==> src/hw/rtl/srlc_pkg.sv <==
// Shared types and constants for the sparse row length cutoff block.
package srlc_pkg;

  localparam int SRLC_ROWS     = 1024;
  localparam int SRLC_POS_W    = 16;
  localparam int SRLC_MAX_W    = SRLC_POS_W + 1;
  localparam int SRLC_EPOCH_W  = 8;
  localparam int SRLC_LEAD_W   = 10;
  localparam int SRLC_INNER_W  = 11;
  localparam int SRLC_TAIL_W   = 32;
  localparam int SRLC_VALUE_W  = 64;
  localparam int SRLC_RID_W    = SRLC_LEAD_W + SRLC_INNER_W + 1;
  localparam int SRLC_CFG_W    = 16;
  localparam int SRLC_CFG_IDX_W = 2;
  localparam int SRLC_IN_W     = 136;
  localparam int SRLC_OUT_W    = 136;

  typedef logic [1:0] srlc_op_t;

  localparam srlc_op_t OP_BEGIN   = 2'd0;
  localparam srlc_op_t OP_MEASURE = 2'd1;
  localparam srlc_op_t OP_EMIT    = 2'd2;

  localparam logic [SRLC_CFG_IDX_W-1:0] CFG_CUT_LENGTH = 2'd0;
  localparam logic [SRLC_CFG_IDX_W-1:0] CFG_SIDE_LEFT  = 2'd1;
  localparam logic [SRLC_CFG_IDX_W-1:0] CFG_AXIS_TWO   = 2'd2;
  localparam logic [SRLC_CFG_IDX_W-1:0] CFG_INNER_SIZE = 2'd3;

  // controller -> datapath
  typedef struct packed {
    logic load;   // capture input transaction
    logic calc;   // form row id
    logic rd;     // read row table
    logic exec;   // update row / produce result
    logic bump;   // advance epoch
    logic clr;    // clear one row table entry
  } srlc_cmd_t;

  // datapath -> controller
  typedef struct packed {
    srlc_op_t op;
    logic     in_range;
    logic     wrap;
    logic     clr_last;
    logic     out_busy;
  } srlc_sts_t;

endpackage

==> src/hw/rtl/srlc_ctrl.sv <==
// Sequencer for the sparse row length cutoff block.
module srlc_ctrl (
  input  logic                clk,
  input  logic                rst_n,
  input  logic                in_tvalid,
  output logic                in_tready,
  input  srlc_pkg::srlc_sts_t sts,
  output srlc_pkg::srlc_cmd_t cmd
);
  import srlc_pkg::*;

  localparam logic [1:0] ST_CLR  = 2'd0;
  localparam logic [1:0] ST_IDLE = 2'd1;
  localparam logic [1:0] ST_RD   = 2'd2;
  localparam logic [1:0] ST_EX   = 2'd3;

  logic [1:0] state_r, state_nxt;
  logic       calc_r, calc_nxt;   // cycle after accept, row id being formed

  always_ff @(posedge clk) begin
    if (!rst_n) begin
      state_r <= ST_CLR;
      calc_r  <= 1'b0;
    end else begin
      state_r <= state_nxt;
      calc_r  <= calc_nxt;
    end
  end

  always_comb begin
    state_nxt = state_r;
    calc_nxt  = 1'b0;
    cmd       = '0;
    in_tready = 1'b0;
    unique case (state_r)
      ST_CLR: begin
        cmd.clr = 1'b1;
        if (sts.clr_last) state_nxt = ST_IDLE;
      end
      ST_IDLE: begin
        if (calc_r) begin
          cmd.calc = 1'b1;
          priority if (sts.op == OP_BEGIN) begin
            cmd.bump = 1'b1;
            if (sts.wrap) state_nxt = ST_CLR;
          end else if (sts.op == OP_MEASURE || sts.op == OP_EMIT) begin
            state_nxt = ST_RD;
          end else begin
            state_nxt = ST_IDLE;   // unknown opcode: dropped
          end
        end else begin
          in_tready = 1'b1;
          if (in_tvalid) begin
            cmd.load = 1'b1;
            calc_nxt = 1'b1;
          end
        end
      end
      ST_RD: begin
        if (sts.in_range) begin
          cmd.rd    = 1'b1;
          state_nxt = ST_EX;
        end else begin
          state_nxt = ST_IDLE;
        end
      end
      ST_EX: begin
        if (!(sts.op == OP_EMIT && sts.out_busy)) begin
          cmd.exec  = 1'b1;
          state_nxt = ST_IDLE;
        end
      end
      default: state_nxt = ST_CLR;
    endcase
  end

endmodule

==> config.mk <==
export PLATFORM = sky130hd
export DESIGN_NAME = srlc_ctrl
export DESIGN_NICKNAME = d
export VERILOG_FILES = /design/src/hw/rtl/srlc_pkg.sv /design/src/hw/rtl/srlc_ctrl.sv
export SDC_FILE = /design/constraint.sdc
export NUM_CORES = 1
export LEC_CHECK = 0
export BUFFER_PORTS_ARGS = -buffer_cell sky130_fd_sc_hd__buf_2
export CAP_MARGIN = 20
export CORE_AREA = 5 5 42 44
export CTS_CLUSTER_DIAMETER = 80
export DETAILED_ROUTE_END_ITERATION = 8
export DIE_AREA = 0 0 47 49
export MAX_ROUTING_LAYER = met4
export PLACE_DENSITY_LB_ADDON = 0.05
export SETUP_SLACK_MARGIN = 0.05
export SYNTH_ARGS = -nofsm -noshare
export SYNTH_HDL_FRONTEND = slang
export SYNTH_SLANG_ARGS = --single-unit
export TNS_END_PERCENT = 100
==> constraint.sdc <==
create_clock -name clk -period 2.83 [get_ports clk]
set_input_delay 0.849 -clock clk [delete_from_list [all_inputs] [get_ports clk]]
set_output_delay 0.849 -clock clk [all_outputs]
set_load 0.01 [all_outputs]
-- Word level (Yosys, flattened, before mapping)
Index checks and enable logic that the tools add are counted.
- input port bits: 9
- logic and storage cells: 39
- output and inout bits: 7
- register bits after elaboration: 3
- eq/ne operators: 9
- reductions and logical operators: 6
- multiplexer cells: 22
- operators with widths (kind ; count):
    2-bit two-way mux ; 8
    1-bit two-way mux ; 13
    2-bit case mux with 4 select lines ; 1
    2-bit == test (second input constant) ; 3
    2-bit inequality test (second input constant) ; 3
    2-bit by 1-bit == test with 1-bit output (second input constant) ; 2
    2-bit zero test ; 2
    4-bit AND reduction ; 1
    3-bit inequality test (second input constant) ; 1
    2-bit AND reduction ; 1
    1-bit logical AND ; 1
    1-bit logical OR ; 1

-- Logic depth before layout (Yosys ltp)
- word-level depth: 6
- depth in mapped cells: 5
- mapped depth without buffers: 5

-- Worst setup path after synthesis
OpenSTA, ideal clock, no wires.
- path kind: input -> output
- start: in sts[4] (netlist name)
- end: out cmd[2] (netlist name)
- cell stages on the path: 3
- slack: 0.610 ns
- path buffers: 0
- required time: 1.981 ns
- arrival: 1.371 ns
- path through: inv_1 ha_1 a21boi_0
- RTL lines (element ; line ; source):
    from (decl) ; srlc_ctrl.sv:7 ; input srlc_pkg::srlc_sts_t sts,
    to (decl) ; srlc_ctrl.sv:8 ; output srlc_pkg::srlc_cmd_t cmd

==> run metrics <==
Leakage=0.2420 nW; CTS Root Buffer Type=clkbuf_4; largest net degree at the start of global routing=6; port bufs=15; CTS Buf Count=3; CTS Buffer Depth=2; drt first pass iters=4; r2r worst-path depth=5; antenna diode count=0; total number of vias=301; worst slew pin tran=0.1911 ns; total wire length=761 um; Critical Path RT=1.98 ns; CP arrival=1.48 ns; Final WS setup=0.5004 ns; reg2reg end=state_r[0]$_SDFFE_PN0P_; CP Class=in -> out; area leader, netlist=ha_1; Synth warnings=0; DRC viols=0; FF-to-FF Start=state_r[1]$_SDFFE_PN0P_; first-pass GRT wire length=1331 um; Hold Vio Cnt, Final=0; reg2reg setup slack=1.52 ns; total congestion overflow=0; post-synthesis cell type count=17; nature of the critical path startpoint=input port; Die X=47 um; # Post-CTS Setup Buffers=0; top cell type's share of synthesized area=0.3150; cell area after synthesis=317.8 sq um; crit path from=sts[4]; most frequent cell after synthesis=ha_1; fillcell total=155; Wirelength per Cell=10.87 um; Final ANT Viol Nets=0; htree depth=1; core region area=0.001401 sq mm; #FFs+latches synth=3; nets@finish=72; CP endpoint kind=primary output; share of cells above drive strength 1=0.3889; Top Ports=16; Syn Nets=52; Sinks on Clock Net=3; skew final=0.002982 ns; final setup fails=0; worst min path class=reg -> reg; # hold bufs at CTS=0; Die ar.=0.002303 sq mm; Die Span Y=49 um; TNS Setup=0 ns; fin crit share=0.8232; vias in the first global route=306; Starting Density=0.2268; Post-synth EDFFs=0; PD cells=504.0 mW/mm^2; Highest Clock Rate=0.4293 GHz; Via density=4.300; Synth async-reset ratio=0; Worst slew margin=0.8726; syn avg cell area=9.080 sq um; routability cong.=0.8109; Area contributors post-synth=ha_1 31%, dfxtp_1 19%, and2_1 5.9%, nand3_1 4.7%, inv_1 4.7%; most common flop cell mapped by yosys=dfxtp_1; Tmin final=2.330 ns; Post-synth top cells=8 x ha_1, 4 x inv_1, 3 x and2_1, 3 x dfxtp_1, 3 x nand3_1; Syn-to-layout area delta=38.19%; CTS tree=yes; Site Rows=14; Synth Instances=35; initial antenna violation count=0; Max Cap Viol=0; Finished Layout Cells=70; Final Max Tran Viols=0; sequential fraction of the synthesis area=0.1890; Setup crit end=cmd[2]; initial DRC count=8; Clk Latency, worst-skew pair=0.24 ns; RSZ-0062 raised after global routing=false; status=complete, no violations; dpl ws=0.4936 ns; CTS clk-pin slew, worst paths=0.04 ns; Total GRT Usage=0.08809; CP max FO=2; placed cell count=66; final hold slack=0.5069 ns; Post-CTS Resized=0; VDD IR max=0.2823 mV
-- metrics by stage --
| stage | power [mW] | cell area, sq um | utilization |
|---|---|---|---|
| CTS | 0.2251 | 439.2 | 0.3134 |
| floorplan | 0.1168 | 317.8 | - |
| detailed placement | 0.1454 | 412.9 | 0.2946 |
| finish | 0.2214 | 439.2 | 0.3134 |
| global route | 0.2460 | 439.2 | 0.3134 |
| global placement | 0.1456 | 412.9 | 0.2946 |
-- how the worst min path moves through the flow --
stage	slack, ns	cells past startpoint	startpoint	to
floorplan	0.47	2	state_r[1]$_SDFFE_PN0P_	state_r[1]$_SDFFE_PN0P_
global placement	0.50	2	state_r[1]$_SDFFE_PN0P_	state_r[1]$_SDFFE_PN0P_
detailed placement	0.50	2	state_r[1]$_SDFFE_PN0P_	state_r[1]$_SDFFE_PN0P_
CTS	0.51	2	state_r[1]$_SDFFE_PN0P_	state_r[1]$_SDFFE_PN0P_
global route	0.57	2	state_r[1]$_SDFFE_PN0P_	state_r[1]$_SDFFE_PN0P_
finish	0.51	2	state_r[1]$_SDFFE_PN0P_	state_r[1]$_SDFFE_PN0P_
-- cells by family (layout without fill, tap and decap cells) --
logic type | after synthesis | count (layout) | synth area share
DFF | 3 | 3 | 0.1890
muxes | 1 | 1 | 0.03150
AOI/OAI and AO/OA | 3 | 3 | 0.08663
and+or+nand+nor | 15 | 15 | 0.3189
adders and majority gates | 8 | 8 | 0.3150
buffers and inverters | 5 | 24 | 0.05903
-- worst max-delay path, cell delays in order --
cell      delay [ns]
buf_2           0.09
inv_1           0.05
ha_1            0.20
a21boi_0        0.14
buf_2           0.15
-- cell usage in the layout, fill, tap and decap left out, types with 2 or more instances in the layout --
master    count
dfxtp_1       3
nand2_1       2
and2_1        3
clkbuf_4      3
and3_1        2
nand3_1       3
buf_2        15
ha_1          8
inv_1         4
-- state kept, by name, summed over array words and instances (netlist names) --
signal / flops
state_r: 2
calc_r: 1
-- final cells by class --
type | instances | area, sq um | share of cell area
well taps | 16 | 20.02 | 0.04558
repair buffers | 15 | 75.07 | 0.1709
flip-flops and latches | 3 | 60.06 | 0.1368
clock buffers | 4 | 26.28 | 0.05983
multi-input cells | 27 | 239.0 | 0.5442
inverters | 5 | 18.77 | 0.04274
-- report_power, final --
group	switching, mW	internal (mW)
sequential	0.00664	0.0480
combinational	0.0452	0.0446
clock	0.0240	0.0530
-- metal layers --
layer	vias to the layer above	GRT usage	wire [um]
li1	158	-	-
met1	126	0.1099	346
met3	2	0.06642	62
met4	0	0.04147	13
met5	-	-	0
met2	15	0.1018	339
(Power assumes the default switching activity.)
